### src/hdl/rbcs_pkg.sv
// Shared types, constants and helper functions of the blink-code sequencer.
`default_nettype none

package rbcs_pkg;

  // Field and port widths.
  localparam int unsigned NUM_CH     = 3;
  localparam int unsigned LEVEL_W    = 6;
  localparam int unsigned PERIOD_W   = 16;
  localparam int unsigned COUNT_W    = 6;
  localparam int unsigned CMD_W      = 2;
  localparam int unsigned CFG_IDX_W  = 3;
  localparam int unsigned CFG_DATA_W = 16;

  // Default saturation limit of a blink count magnitude.
  localparam int unsigned MAX_COUNT_DEF = 25;

  // Brightness limits and fixed colour parts.
  localparam logic [LEVEL_W-1:0] LEVEL_TOP        = 6'd32;
  localparam logic [LEVEL_W-1:0] YELLOW_GREEN_OFF = 6'd3;

  // Register reset values.
  localparam logic [PERIOD_W-1:0] PERIOD_RST     = 16'd250;
  localparam logic [LEVEL_W-1:0]  RED_ON_RST     = 6'd10;
  localparam logic [LEVEL_W-1:0]  GREEN_ON_RST   = 6'd3;
  localparam logic [LEVEL_W-1:0]  DIM_RST        = 6'd3;
  localparam logic [LEVEL_W-1:0]  YELLOW_RED_RST = 6'd15;

  // Command codes.
  localparam logic [CMD_W-1:0] CMD_TICK  = 2'd0;
  localparam logic [CMD_W-1:0] CMD_START = 2'd1;
  localparam logic [CMD_W-1:0] CMD_ABORT = 2'd2;

  // Register indexes.
  localparam logic [CFG_IDX_W-1:0] REG_PERIOD     = 3'd0;
  localparam logic [CFG_IDX_W-1:0] REG_RED_ON     = 3'd1;
  localparam logic [CFG_IDX_W-1:0] REG_GREEN_ON   = 3'd2;
  localparam logic [CFG_IDX_W-1:0] REG_DIM        = 3'd3;
  localparam logic [CFG_IDX_W-1:0] REG_YELLOW_RED = 3'd4;

  // Effective configuration, levels already limited to the top level.
  typedef struct packed {
    logic [PERIOD_W-1:0] period;
    logic [LEVEL_W-1:0]  red_on;
    logic [LEVEL_W-1:0]  green_on;
    logic [LEVEL_W-1:0]  dim;
    logic [LEVEL_W-1:0]  yellow_red;
  } cfg_t;

  // One colour of one indicator.
  typedef struct packed {
    logic [LEVEL_W-1:0] r;
    logic [LEVEL_W-1:0] g;
    logic [LEVEL_W-1:0] b;
  } rgb_t;

  // One input transaction.
  typedef struct packed {
    logic [CMD_W-1:0]                command;
    logic [NUM_CH-1:0][COUNT_W-1:0]  count;
    logic [NUM_CH-1:0]               voted_in;
    logic [NUM_CH-1:0]               ok;
  } item_t;

  // Limits a written level to the top brightness.
  function automatic logic [LEVEL_W-1:0] clamp_level(input logic [LEVEL_W-1:0] v);
    return (v > LEVEL_TOP) ? LEVEL_TOP : v;
  endfunction

  // Background colour of the off phase.
  function automatic rgb_t off_colour(input logic ok, input logic vin, input cfg_t cfg);
    rgb_t c;
    c = '0;
    if (!ok) begin
      c.r = cfg.dim;
    end else if (!vin) begin
      c.r = cfg.yellow_red;
      c.g = YELLOW_GREEN_OFF;
    end
    return c;
  endfunction

endpackage

`default_nettype wire

### src/hdl/rbcs_cfg_regs.sv
// Configuration registers of the blink-code sequencer.
`default_nettype none

module rbcs_cfg_regs import rbcs_pkg::*; (
  input  wire logic                  clk_i,
  input  wire logic                  rst_ni,
  input  wire logic                  cfg_we_i,
  input  wire logic [CFG_IDX_W-1:0]  cfg_idx_i,
  input  wire logic [CFG_DATA_W-1:0] cfg_data_i,
  output cfg_t                       cfg_o
);

  cfg_t cfg_q, cfg_d;

  // Decode a write; a zero period acts as one and levels saturate at the top.
  always_comb begin
    cfg_d = cfg_q;
    if (cfg_we_i) begin
      case (cfg_idx_i)
        REG_PERIOD: begin
          cfg_d.period = (cfg_data_i[PERIOD_W-1:0] == '0) ? PERIOD_W'(1)
                                                          : cfg_data_i[PERIOD_W-1:0];
        end
        REG_RED_ON:     cfg_d.red_on     = clamp_level(cfg_data_i[LEVEL_W-1:0]);
        REG_GREEN_ON:   cfg_d.green_on   = clamp_level(cfg_data_i[LEVEL_W-1:0]);
        REG_DIM:        cfg_d.dim        = clamp_level(cfg_data_i[LEVEL_W-1:0]);
        REG_YELLOW_RED: cfg_d.yellow_red = clamp_level(cfg_data_i[LEVEL_W-1:0]);
        default: begin
        end
      endcase
    end
  end

  always_ff @(posedge clk_i or negedge rst_ni) begin
    if (!rst_ni) begin
      cfg_q.period     <= PERIOD_RST;
      cfg_q.red_on     <= RED_ON_RST;
      cfg_q.green_on   <= GREEN_ON_RST;
      cfg_q.dim        <= DIM_RST;
      cfg_q.yellow_red <= YELLOW_RED_RST;
    end else begin
      cfg_q <= cfg_d;
    end
  end

  assign cfg_o = cfg_q;

endmodule

`default_nettype wire

### src/hdl/rbcs_in_reg.sv
// Input register stage that holds one accepted transaction until it is processed.
`default_nettype none

module rbcs_in_reg import rbcs_pkg::*; (
  input  wire logic  clk_i,
  input  wire logic  rst_ni,
  input  wire logic  in_valid_i,
  input  wire item_t in_item_i,
  output logic       in_stall_o,
  input  wire logic  take_i,
  output logic       s1_valid_o,
  output item_t      s1_item_o
);

  logic  valid_q, valid_d;
  item_t item_q, item_d;
  logic  load;

  // The stage is free when empty or when its content moves on this cycle.
  assign in_stall_o = valid_q && !take_i;
  assign load       = in_valid_i && !in_stall_o;

  always_comb begin
    valid_d = valid_q;
    item_d  = item_q;
    if (load) begin
      valid_d = 1'b1;
      item_d  = in_item_i;
    end else if (take_i) begin
      valid_d = 1'b0;
    end
  end

  always_ff @(posedge clk_i or negedge rst_ni) begin
    if (!rst_ni) begin
      valid_q <= 1'b0;
    end else begin
      valid_q <= valid_d;
    end
  end

  // Payload register, no reset needed.
  always_ff @(posedge clk_i) begin
    item_q <= item_d;
  end

  assign s1_valid_o = valid_q;
  assign s1_item_o  = item_q;

endmodule

`default_nettype wire

### src/hdl/rbcs_core.sv
// Sequencer state, colour selection and result register of the blink-code sequencer.
`default_nettype none

module rbcs_core import rbcs_pkg::*; #(
  parameter int unsigned MaxCount = MAX_COUNT_DEF
) (
  input  wire logic         clk_i,
  input  wire logic         rst_ni,
  input  wire cfg_t         cfg_i,
  input  wire logic         s1_valid_i,
  input  wire item_t        s1_item_i,
  input  wire logic         out_stall_i,
  output logic              take_o,
  output logic              out_valid_o,
  output rgb_t [NUM_CH-1:0] colour_o,
  output logic              busy_o
);

  localparam int unsigned CntW = $clog2(MaxCount + 1);

  // Colour of one channel during an on phase.
  function automatic rgb_t on_colour(input logic [CntW-1:0] mag, input logic neg,
                                     input logic ok, input logic vin,
                                     input logic [CntW-1:0] idx, input rgb_t prev,
                                     input cfg_t cfg);
    rgb_t c;
    c = prev;
    if (mag != '0) begin
      c = '0;
      if (idx < mag) begin
        if (!neg && ok) begin
          c.g = cfg.green_on;
        end else begin
          c.r = cfg.red_on;
        end
      end else if (!ok) begin
        c.r = cfg.dim;
      end else if (!vin) begin
        c.r = cfg.dim;
        c.g = cfg.dim;
      end
    end
    return c;
  endfunction

  // State registers.
  logic [CntW-1:0]     mag_q [NUM_CH];
  logic [CntW-1:0]     mag_d [NUM_CH];
  logic [NUM_CH-1:0]   neg_q, neg_d;
  logic [NUM_CH-1:0]   vin_q, vin_d;
  logic [NUM_CH-1:0]   ok_q, ok_d;
  logic [CntW-1:0]     run_len_q, run_len_d;
  logic [CntW-1:0]     idx_q, idx_d;
  logic                off_q, off_d;
  logic [PERIOD_W-1:0] timer_q, timer_d;
  logic                running_q, running_d;
  rgb_t [NUM_CH-1:0]   colour_q, colour_d;
  logic                out_valid_q, out_valid_d;

  // Start operands after saturation.
  logic [CntW-1:0]     new_mag [NUM_CH];
  logic [NUM_CH-1:0]   new_neg;
  logic [CntW-1:0]     new_run_len;

  logic [PERIOD_W:0]   timer_sum;
  logic                period_hit;
  logic [CntW-1:0]     idx_inc;

  // A transaction is processed when the result register is free or drains now.
  assign take_o = s1_valid_i && (!out_valid_q || !out_stall_i);

  // Saturate the signed counts to sign and magnitude.
  always_comb begin
    logic [COUNT_W:0] ext;
    logic [COUNT_W:0] mag_ext;
    for (int ch = 0; ch < NUM_CH; ch++) begin
      ext     = {s1_item_i.count[ch][COUNT_W-1], s1_item_i.count[ch]};
      mag_ext = s1_item_i.count[ch][COUNT_W-1] ? ((COUNT_W+1)'(0) - ext) : ext;
      if (mag_ext > (COUNT_W+1)'(MaxCount)) begin
        mag_ext = (COUNT_W+1)'(MaxCount);
      end
      new_mag[ch] = mag_ext[CntW-1:0];
      new_neg[ch] = s1_item_i.count[ch][COUNT_W-1];
    end
  end

  // Run length is the largest magnitude among the channels that are ok.
  always_comb begin
    new_run_len = '0;
    for (int ch = 0; ch < NUM_CH; ch++) begin
      if (s1_item_i.ok[ch] && (new_mag[ch] > new_run_len)) begin
        new_run_len = new_mag[ch];
      end
    end
  end

  assign timer_sum  = {1'b0, timer_q} + (PERIOD_W+1)'(1);
  assign period_hit = timer_sum >= {1'b0, cfg_i.period};
  assign idx_inc    = idx_q + CntW'(1);

  // Next state for one processed transaction.
  always_comb begin
    mag_d     = mag_q;
    neg_d     = neg_q;
    vin_d     = vin_q;
    ok_d      = ok_q;
    run_len_d = run_len_q;
    idx_d     = idx_q;
    off_d     = off_q;
    timer_d   = timer_q;
    running_d = running_q;
    colour_d  = colour_q;
    if (take_o) begin
      case (s1_item_i.command)
        CMD_START: begin
          mag_d     = new_mag;
          neg_d     = new_neg;
          vin_d     = s1_item_i.voted_in;
          ok_d      = s1_item_i.ok;
          run_len_d = new_run_len;
          idx_d     = '0;
          off_d     = 1'b0;
          timer_d   = '0;
          running_d = (new_run_len != '0);
          if (new_run_len != '0) begin
            for (int ch = 0; ch < NUM_CH; ch++) begin
              colour_d[ch] = on_colour(new_mag[ch], new_neg[ch], s1_item_i.ok[ch],
                                       s1_item_i.voted_in[ch], '0, colour_q[ch], cfg_i);
            end
          end
        end
        CMD_ABORT: begin
          running_d = 1'b0;
        end
        CMD_TICK: begin
          if (running_q) begin
            timer_d = timer_sum[PERIOD_W-1:0];
            if (period_hit) begin
              timer_d = '0;
              if (!off_q) begin
                off_d = 1'b1;
                for (int ch = 0; ch < NUM_CH; ch++) begin
                  colour_d[ch] = off_colour(ok_q[ch], vin_q[ch], cfg_i);
                end
              end else begin
                off_d = 1'b0;
                idx_d = idx_inc;
                if (idx_inc >= run_len_q) begin
                  running_d = 1'b0;
                end else begin
                  for (int ch = 0; ch < NUM_CH; ch++) begin
                    colour_d[ch] = on_colour(mag_q[ch], neg_q[ch], ok_q[ch], vin_q[ch],
                                             idx_inc, colour_q[ch], cfg_i);
                  end
                end
              end
            end
          end
        end
        default: begin
        end
      endcase
    end
  end

  // Result register valid flag.
  always_comb begin
    out_valid_d = out_valid_q;
    if (take_o) begin
      out_valid_d = 1'b1;
    end else if (!out_stall_i) begin
      out_valid_d = 1'b0;
    end
  end

  always_ff @(posedge clk_i or negedge rst_ni) begin
    if (!rst_ni) begin
      for (int ch = 0; ch < NUM_CH; ch++) begin
        mag_q[ch] <= '0;
      end
      neg_q       <= '0;
      vin_q       <= '0;
      ok_q        <= '0;
      run_len_q   <= '0;
      idx_q       <= '0;
      off_q       <= 1'b0;
      timer_q     <= '0;
      running_q   <= 1'b0;
      colour_q    <= '0;
      out_valid_q <= 1'b0;
    end else begin
      mag_q       <= mag_d;
      neg_q       <= neg_d;
      vin_q       <= vin_d;
      ok_q        <= ok_d;
      run_len_q   <= run_len_d;
      idx_q       <= idx_d;
      off_q       <= off_d;
      timer_q     <= timer_d;
      running_q   <= running_d;
      colour_q    <= colour_d;
      out_valid_q <= out_valid_d;
    end
  end

  // The colour and busy state change only when a result is loaded, so they are the payload.
  assign out_valid_o = out_valid_q;
  assign colour_o    = colour_q;
  assign busy_o      = running_q;

endmodule

`default_nettype wire

### src/hdl/rgb_blink_code_sequencer_unit.sv
// Top level of the RGB blink-code sequencer for three indicators.
//
// Input channel: in_valid_i / in_stall_o carry one transaction per unstalled cycle with a
// command (tick, start code, abort), three signed blink counts and the voted-in and ok masks.
// Output channel: out_valid_o / out_stall_i carry one result per input transaction:
// the nine brightness levels and the busy flag after that transaction.
// Configuration: cfg_we_i writes cfg_data_i into the register at cfg_idx_i
// (period, red level, green level, dim level, yellow red level) at a clock edge.
// A transaction accepted into the input register is processed by the core stage once
// the result register is free or drains; its result is then offered from the result
// register. Throughput is one transaction per cycle while out_stall_i is low, and the
// core stage updates the sequencer state. A stalled result holds; the input register can
// still take one more transaction, after which in_stall_o rises until the result is taken.
// Reset clears the sequencer (LEDs off, not busy), both stages and loads the default
// register values; no clearing pass is needed, so the block is ready at once.
`default_nettype none

module rgb_blink_code_sequencer_unit import rbcs_pkg::*; #(
  parameter int unsigned MaxCount = MAX_COUNT_DEF
) (
  input  wire logic                  clk_i,
  input  wire logic                  rst_ni,
  // Configuration write port
  input  wire logic                  cfg_we_i,
  input  wire logic [CFG_IDX_W-1:0]  cfg_idx_i,
  input  wire logic [CFG_DATA_W-1:0] cfg_data_i,
  // Input channel
  input  wire logic                  in_valid_i,
  output logic                       in_stall_o,
  input  wire logic [CMD_W-1:0]      command_i,
  input  wire logic signed [COUNT_W-1:0] count_a_i,
  input  wire logic signed [COUNT_W-1:0] count_b_i,
  input  wire logic signed [COUNT_W-1:0] count_c_i,
  input  wire logic [NUM_CH-1:0]     voted_in_mask_i,
  input  wire logic [NUM_CH-1:0]     ok_mask_i,
  // Output channel
  output logic                       out_valid_o,
  input  wire logic                  out_stall_i,
  output logic [LEVEL_W-1:0]         a_red_o,
  output logic [LEVEL_W-1:0]         a_green_o,
  output logic [LEVEL_W-1:0]         a_blue_o,
  output logic [LEVEL_W-1:0]         b_red_o,
  output logic [LEVEL_W-1:0]         b_green_o,
  output logic [LEVEL_W-1:0]         b_blue_o,
  output logic [LEVEL_W-1:0]         c_red_o,
  output logic [LEVEL_W-1:0]         c_green_o,
  output logic [LEVEL_W-1:0]         c_blue_o,
  output logic                       busy_res_o
);

  cfg_t              cfg;
  item_t             in_item;
  item_t             s1_item;
  logic              s1_valid;
  logic              take;
  rgb_t [NUM_CH-1:0] colour;

  // Gather the input fields into one transaction.
  always_comb begin
    in_item.command  = command_i;
    in_item.count[0] = count_a_i;
    in_item.count[1] = count_b_i;
    in_item.count[2] = count_c_i;
    in_item.voted_in = voted_in_mask_i;
    in_item.ok       = ok_mask_i;
  end

  rbcs_cfg_regs u_cfg_regs (
    .clk_i      (clk_i),
    .rst_ni     (rst_ni),
    .cfg_we_i   (cfg_we_i),
    .cfg_idx_i  (cfg_idx_i),
    .cfg_data_i (cfg_data_i),
    .cfg_o      (cfg)
  );

  rbcs_in_reg u_in_reg (
    .clk_i      (clk_i),
    .rst_ni     (rst_ni),
    .in_valid_i (in_valid_i),
    .in_item_i  (in_item),
    .in_stall_o (in_stall_o),
    .take_i     (take),
    .s1_valid_o (s1_valid),
    .s1_item_o  (s1_item)
  );

  rbcs_core #(
    .MaxCount (MaxCount)
  ) u_core (
    .clk_i       (clk_i),
    .rst_ni      (rst_ni),
    .cfg_i       (cfg),
    .s1_valid_i  (s1_valid),
    .s1_item_i   (s1_item),
    .out_stall_i (out_stall_i),
    .take_o      (take),
    .out_valid_o (out_valid_o),
    .colour_o    (colour),
    .busy_o      (busy_res_o)
  );

  // Spread the colour state over the output fields.
  assign a_red_o   = colour[0].r;
  assign a_green_o = colour[0].g;
  assign a_blue_o  = colour[0].b;
  assign b_red_o   = colour[1].r;
  assign b_green_o = colour[1].g;
  assign b_blue_o  = colour[1].b;
  assign c_red_o   = colour[2].r;
  assign c_green_o = colour[2].g;
  assign c_blue_o  = colour[2].b;

endmodule

`default_nettype wire

### config.mk
export PLATFORM = sky130hd
export DESIGN_NAME = rgb_blink_code_sequencer_unit
export DESIGN_NICKNAME = d
export VERILOG_FILES = /design/src/hdl/rbcs_pkg.sv /design/src/hdl/rbcs_cfg_regs.sv /design/src/hdl/rbcs_in_reg.sv /design/src/hdl/rbcs_core.sv /design/src/hdl/rgb_blink_code_sequencer_unit.sv
export SDC_FILE = /design/constraint.sdc
export NUM_CORES = 1
export LEC_CHECK = 0
export BUFFER_PORTS_ARGS = -buffer_cell sky130_fd_sc_hd__buf_2
export CELL_PAD_IN_SITES_DETAIL_PLACEMENT = 0
export CELL_PAD_IN_SITES_GLOBAL_PLACEMENT = 1
export CORE_MARGIN = 2
export CORE_UTILIZATION = 32
export DETAILED_ROUTE_END_ITERATION = 8
export PLACE_DENSITY = 0.61
export SLEW_MARGIN = 20
export SYNTH_ARGS = -nofsm -noshare
export SYNTH_HDL_FRONTEND = slang
export SYNTH_SLANG_ARGS = --single-unit
### constraint.sdc
create_clock -name clk_i -period 11.5 [get_ports clk_i]
set_input_delay 0.575 -clock clk_i [delete_from_list [all_inputs] [get_ports clk_i]]
set_output_delay 0.575 -clock clk_i [all_outputs]
set_load 0.01 [all_outputs]
==> impl_metrics.csv, run 1 <==
group,metric,value,unit
floorplan,dieArea,32200,um^2
drt,ant_nets,0,
pwr,clkPwrFrac,27.8,%
yosys,ys_types,75,
yosys,muxShareOfSynthArea,8.59,%
yosys,post-synth-top-count-cell,"dfrtp_1",
sta,rsz0062_at_grt,"no",
setup_path,slowest_stage,"a21oi_1",
placed_design,io_buffers,88,
floorplan,die_h,179,um
setup_path,critical_path.startpoint,"u_in_reg.s1_item_o[6]",
floorplan,start_util,32.3,%
sta,post-route-min-period,6.54,ns
sta,tns,0,ns
drt,wl,27500,um
floorplan,die_w,179,um
sta,skew,0.0112,ns
yosys,synth_top_family_by_area,"compound AO/OA/AOI/OAI gates",
setup_path,crit-reg2reg-launch,"u_in_reg.s1_item_o[6]",
yosys,synth_compound_area_share,18.8,%
clocking,cts_tree,"yes",
setup_path,crit_arrival,6.86,ns
drt,routedWlPerCell,18.2,um
pwr,vdd_drop_max,0.0000872,V
pwr,p_leak,4.93,nW
setup_path,crit_chain,"inv_1 > ha_1 > or3b_4 > a211oi_4 > nand4_2 > nand3_2 > ha_1 > nand3_1 > o221ai_1 > a21oi_1 > mux2i_1 > ha_1 > and3_1 > a31oi_1 > o21a_1 > a211oi_2 > a211oi_2 > nor4_4 > o21ai_1 > nand4_2 > mux2_1",
floorplan,fp-row-count,64,
cells_and_area,synthToLayoutAreaGrowth,12.8,%
setup_path,cp_max_fo,15,
setup_path,crit_path_max_incr_delay,0.69,ns
global_route,antenna_found_initial,0,
yosys,ys.flop_type,"dfrtp_1",
drt,wl_met3,1320,um
clocking,cts_resized,0,
yosys,yosysSeqAreaShare,41.2,%
drt,drc,0,
yosys,synthAdderAreaFrac,6.11,%
yosys,post_synth_inst_count,1047,
drt,viasPerCell,5.25,
setup_path,path_buf_inv,1,
drt,drt_pass1_iterations,5,
yosys,synth-edff-count,26,
sta,worst_slew_pin_slew,1.14,ns
drt,route.met2.wl,12000,um
sta,hold_violations,0,
cells_and_area,final_util,36.5,%
clocking,root_buffer,"clkbuf_16",
pwr,p_per_area,178,nW/um^2
yosys,async_reset_ff_share,83.3,%
yosys,synth_seq_cells,156,
cells_and_area,drive_above_1_share,19.1,%
global_route,grt_overflow_total,0,
sta,fin_crit_sh,56.9,%
placed_design,dp_hpwl,20500,um
setup_path,cp-end-kind,"register",
cells_and_area,fin_cells,1515,
yosys,synthXorXnorAreaFrac,2.05,%
yosys,synth.top_cell.area_share,29.0,%
clocking,clock_latency,0.44,ns
clocking,ctsHtreeMaxLevel,4,
yosys,synth_area_leaders,"dfrtp_1 (29%), edfxtp_1 (7.9%), ha_1 (6.1%)",
setup_path,cp.required,11.82,ns
sta,fmax,153,MHz
hold_path,hold_path.class,"input pin to asynchronous set/reset pin",
setup_path,reg2reg_to,"u_core.colour_o[17]",
pwr,power.internal,1.24,mW
clocking,cts_buffers,17,
yosys,synth_top_area_cell,"dfrtp_1",
setup_path,worst_setup_path_start_kind,"register",
clocking,cts_hold_buf,0,
global_route,grt_pass1_vias,7613,
floorplan,io_pins,107,
yosys,synth-simple-area-share,16.7,%
pwr,p_seq_share,40.0,%
global_route,grt_first_pass_wirelength,44200,um
sta,maxSlewHeadroom,23.8,%
cells_and_area,diodes,0,
yosys,syn_area,9840,um^2
yosys,synth-warning-count,0,
drt,routed-via-count,7951,
sta,slew_violations,0,
cells_and_area,fin_nets,1204,
global_route,grt_start_max_net_pins,72,
drt,routed.top_layer,"met4",
placed_design,dp_cells,1483,
clocking,post_cts_buffers,0,
pwr,switching_share,37.2,%
setup_path,worstSetupPathType,"register to register",
setup_path,r2r_setup_slack,4.96,ns
drt,drt_iter0_markers,619,
yosys,synth_commonest_cells,"dfrtp_1 (114), nand2_1 (107), o21ai_0 (93), inv_1 (61), ha_1 (48)",
job,max_cap_viol_count,0,
setup_path,cp_common_cell,"ha_1",
yosys,syn_area_per_cell,9.39,um^2
placed_design,gp_congestion,0.869,
drt,m1WireLength,13900,um
clocking,numClockSinks,156,
clocking,ctsLongestPathBuffers,2,
sta,setup_viol,0,
pwr,p_sw,734,uW
setup_path,crit_family,"compound AO/OA/AOI/OAI gates",
floorplan,core,30400,um^2
global_route,grt_usage,17.9,%
setup_path,worstRegToRegCells,21,
clocking,clk_pin_slew_worst_paths,0.07,ns
pwr,comb_power_share,32.2,%
status,outcome,"finished clean",
-- how the worst max path moves through the flow --
stage / endpoint / slack, ns / depth (start not counted)
after detailed placement: u_core.colour_o[17] / 4.96 / 21
after floorplan: u_core.colour_o[10] / 6.07 / 25
after global routing: u_core.colour_o[17] / 4.41 / 21
after global placement: u_core.colour_o[17] / 5.10 / 21
after CTS: u_core.colour_o[17] / 4.96 / 21
final: u_core.colour_o[17] / 4.96 / 21
-- sequential cells by signal, indices dropped and copies added (netlist names) --
signal,cells
u_core.timer_q,16
u_in_reg.s1_item_o,26
u_core.idx_q,5
u_core.mag_q,15
u_core.vin_q,3
u_core.neg_q,3
u_core.run_len_q,5
u_core.colour_o,36
u_cfg_regs.cfg_o,40
u_in_reg.s1_valid_o,1
u_core.ok_q,3
u_core.off_q,1
u_core.out_valid_o,1
u_core.busy_o,1
-- through the flow --
stage                     worst slack, ns  total power, mW  hold WS (ns)  instance area [um^2]
after CTS                            4.96             1.99         0.244                 11100
after global placement               5.10             1.42         0.468                 10500
after global routing                 4.41             2.11         0.272                 11100
final                                4.96             1.97         0.219                 11100
after floorplan                      6.07             1.22         0.279                  9900
after detailed placement             4.96             1.43         0.480                 10500
-- cell usage in the layout, fill, tap and decap left out, types with 16 or more instances in the layout --
master	instances
clkbuf_16	18
ha_1	48
a22oi_1	18
buf_2	87
inv_1	61
a31oi_1	32
mux2_2	19
mux2_4	20
conb_1	18
o21ai_0	93
o22ai_1	20
dfrtp_1	114
nor3_1	40
mux2_1	16
nand3_1	36
edfxtp_1	26
a21oi_1	37
dfstp_2	16
nor2_1	46
nand2_1	107
-- metal layers --
metal | global-route usage [%] | vias to the layer above
met3 | 2.59 | 19
met5 | 0 | -
li1 | - | 3918
met2 | 26.8 | 197
met4 | 4.33 | 0
met1 | 27.0 | 3817
-- logic make-up (layout without fill, tap and decap cells) --
group	Yosys count	count (layout)
compound gates	285	285
xor+xnor	23	23
fa+ha+maj	48	48
buf+inv	142	197
flops	156	156
mux	70	70
other cells	1	18
simple gates	322	322
-- area by class of cell --
cell class,instances,area [um^2]
multi-input cells,766,5220
clock inverters,14,109
fillers,3133,19300
clock buffers,18,450
inverters,68,255
repair buffers,97,510
flip-flops and latches,156,4050
well taps,396,495
-- power groups by stage --
stage	sequential, mW	combinational, mW	clock (mW)
floorplan	0.764	0.456	0
global placement	0.797	0.627	0
detailed placement	0.798	0.636	0
CTS	0.787	0.639	0.565
global route	0.806	0.720	0.589
finish	0.788	0.635	0.548
Note: power is estimated with default switching activity, not from simulation.
==> inputs of run 2 (changes only) <==
clock period = 6.6 ns   (was 11.5 ns; I/O delays follow)
==> run 2 against run 1 <==
Effect of this change:
- first-iteration DRC count is 16% lower
- setup slack worse by 4.4 ns
- sequential power is 74% higher
- global-route usage hardly changed
==> impl_metrics.csv, run 2 (same netlist as run 1, synthesis figures left out) <==
group,metric,value,unit
setup_path,critical_path.startpoint,"u_in_reg.s1_item_o[7]",
cells_and_area,drive_above_1_share,19.2,%
setup_path,cp_common_cell,"ha_1",
cells_and_area,fin_cells,1519,
cells_and_area,design_area,11200,um^2
placed_design,gp_congestion,0.841,
cells_and_area,synthToLayoutAreaGrowth,13.8,%
drt,drt_pass1_iterations,5,
floorplan,start_util,32.3,%
pwr,p_per_area,315,nW/um^2
drt,route.met2.wl,12100,um
placed_design,dp_hpwl,20400,um
pwr,vdd_drop_max,0.000170,V
drt,routed.top_layer,"met4",
pwr,finalPower,3.52,mW
pwr,p_leak,4.97,nW
global_route,antenna_found_initial,0,
clocking,ctsLongestPathBuffers,2,
global_route,grt_first_pass_wirelength,44100,um
floorplan,dieArea,32200,um^2
global_route,grt_start_max_net_pins,72,
drt,wl,27500,um
drt,viasPerCell,5.26,
clocking,ctsHtreeMaxLevel,4,
clocking,numClockSinks,156,
setup_path,worstRegToRegCells,23,
drt,routedWlPerCell,18.1,um
clocking,clock_latency,0.44,ns
clocking,cts_buffers,17,
sta,rsz0062_at_grt,"no",
drt,m1WireLength,13600,um
cells_and_area,diodes,0,
placed_design,io_buffers,88,
placed_design,dp_cells,1486,
setup_path,worstSetupPathType,"register to register",
setup_path,crit_arrival,6.31,ns
cells_and_area,final_cell_mix,"dfrtp_1 (114), nand2_1 (107), o21ai_0 (93)",
sta,slew_violations,0,
global_route,grt_overflow_total,0,
clocking,clk_pin_slew_worst_paths,0.07,ns
floorplan,core,30400,um^2
status,outcome,"finished clean",
setup_path,crit_chain,"inv_1 > ha_1 > or3b_4 > a211oi_4 > o311a_1 > nand3_2 > ha_1 > nor2b_1 > o21bai_1 > a21oi_1 > buf_4 > nor2_1 > a21oi_1 > ha_1 > nor2b_1 > o211a_1 > o21a_1 > and4b_1 > a211oi_2 > nor4_4 > o21ai_1 > nand4_2 > mux2_1",
cells_and_area,final_common_cell,"dfrtp_1",
setup_path,reg2reg_to,"u_core.colour_o[17]",
drt,drc,0,
setup_path,cp_max_fo,12,
cells_and_area,final_util,36.8,%
sta,fmax,167,MHz
global_route,grt_pass1_vias,7693,
job,max_cap_viol_count,0,
drt,routed-via-count,7988,
setup_path,worst_setup_path_start_kind,"register",
sta,skew,0.0162,ns
floorplan,fp-row-count,64,
clocking,root_buffer,"clkbuf_16",
sta,setup_viol,0,
sta,tns,0,ns
drt,ant_nets,0,
setup_path,slowest_stage,"mux2_1",
placed_design,post_dp_cell_area,10600,um^2
sta,maxSlewHeadroom,32.0,%
placed_design,pre_cts_slack,0.624,ns
setup_path,crit-reg2reg-launch,"u_in_reg.s1_item_o[7]",
floorplan,io_pins,107,
sta,worst_slew_pin_slew,1.01,ns
hold_path,hold_path.class,"input pin to register",
drt,drt_iter0_markers,517,
cells_and_area,largest_reg_flops,40,
setup_path,cp-end-kind,"register",
setup_path,crit_path_max_incr_delay,0.50,ns
floorplan,die_w,179,um
drt,wl_met3,1360,um
floorplan,die_h,179,um
sta,post-route-min-period,5.99,ns
sta,holdWs,0.0637,ns
setup_path,endpoint,"u_core.colour_o[17]",
sta,fin_crit_sh,90.8,%
sta,hold_violations,0,
global_route,grt_usage,17.9,%
clocking,cts_tree,"yes",
cells_and_area,fin_nets,1208,
sta,setup_ws,0.607,ns
setup_path,r2r_setup_slack,0.61,ns
setup_path,cp.required,6.91,ns
==> run 2: changes by cell type in the layout (fill, tap and decap cells not counted), sizes merged <==
cell	delta
dlygate4sd3	+1
buf	+3
clkinv	-4
bufinv	+2
clkinvlp	+1
inv	+1
==> run 2: per-layer routing <==
layer,vias to the layer above,global-route usage (%)
met5,-,0
met4,0,5.38
met3,28,2.69
met2,218,27.3
met1,3824,26.1
li1,3918,-
==> run 2: what timing repair did <==
| action | CTS | global route |
|---|---|---|
| hold buffers | 1 | 0 |
| hold endpoints to repair | 3 | 0 |
| gates resized for setup | 0 | 0 |
| setup buffers | 0 | 0 |
==> run 2: layout make-up <==
class,instances,area [um^2]
fillers,3110,19200
multi-input cells,766,5220
flip-flops and latches,156,4050
repair buffers,101,543
well taps,396,495
clock buffers,18,450
inverters,68,255
clock inverters,14,168
==> run 2: worst min path at each step <==
stage	end	cells after the start	slack [ns]	start
finish	u_in_reg.s1_item_o[25]	1	0.06	command_i[1]
global placement	u_core.neg_q[2]	2	0.46	u_core.neg_q[2]
detailed placement	u_core.neg_q[2]	2	0.47	u_core.neg_q[2]
global route	u_in_reg.s1_item_o[23]	1	0.04	count_c_i[5]
CTS	u_in_reg.s1_item_o[23]	1	0.04	count_c_i[5]
floorplan	u_cfg_regs.cfg_o[10]	0	0.03	rst_ni
==> run 2: report_power, final <==
part,total [mW],switching (mW),internal (mW)
Clock,1.05,0.451,0.594
Combinational,1.11,0.635,0.471
Sequential,1.37,0.197,1.18
==> run 2: critical path: cells and delay by family, from the launching register on <==
kind	cells	cell delay (ns)
multiplexers	1	0.50
AO/OA/AOI/OAI	9	2.02
flip-flops	1	0.44
AND/OR/NAND/NOR	8	1.72
buffers and inverters	2	0.31
adder cells (fa/ha/maj)	3	0.86
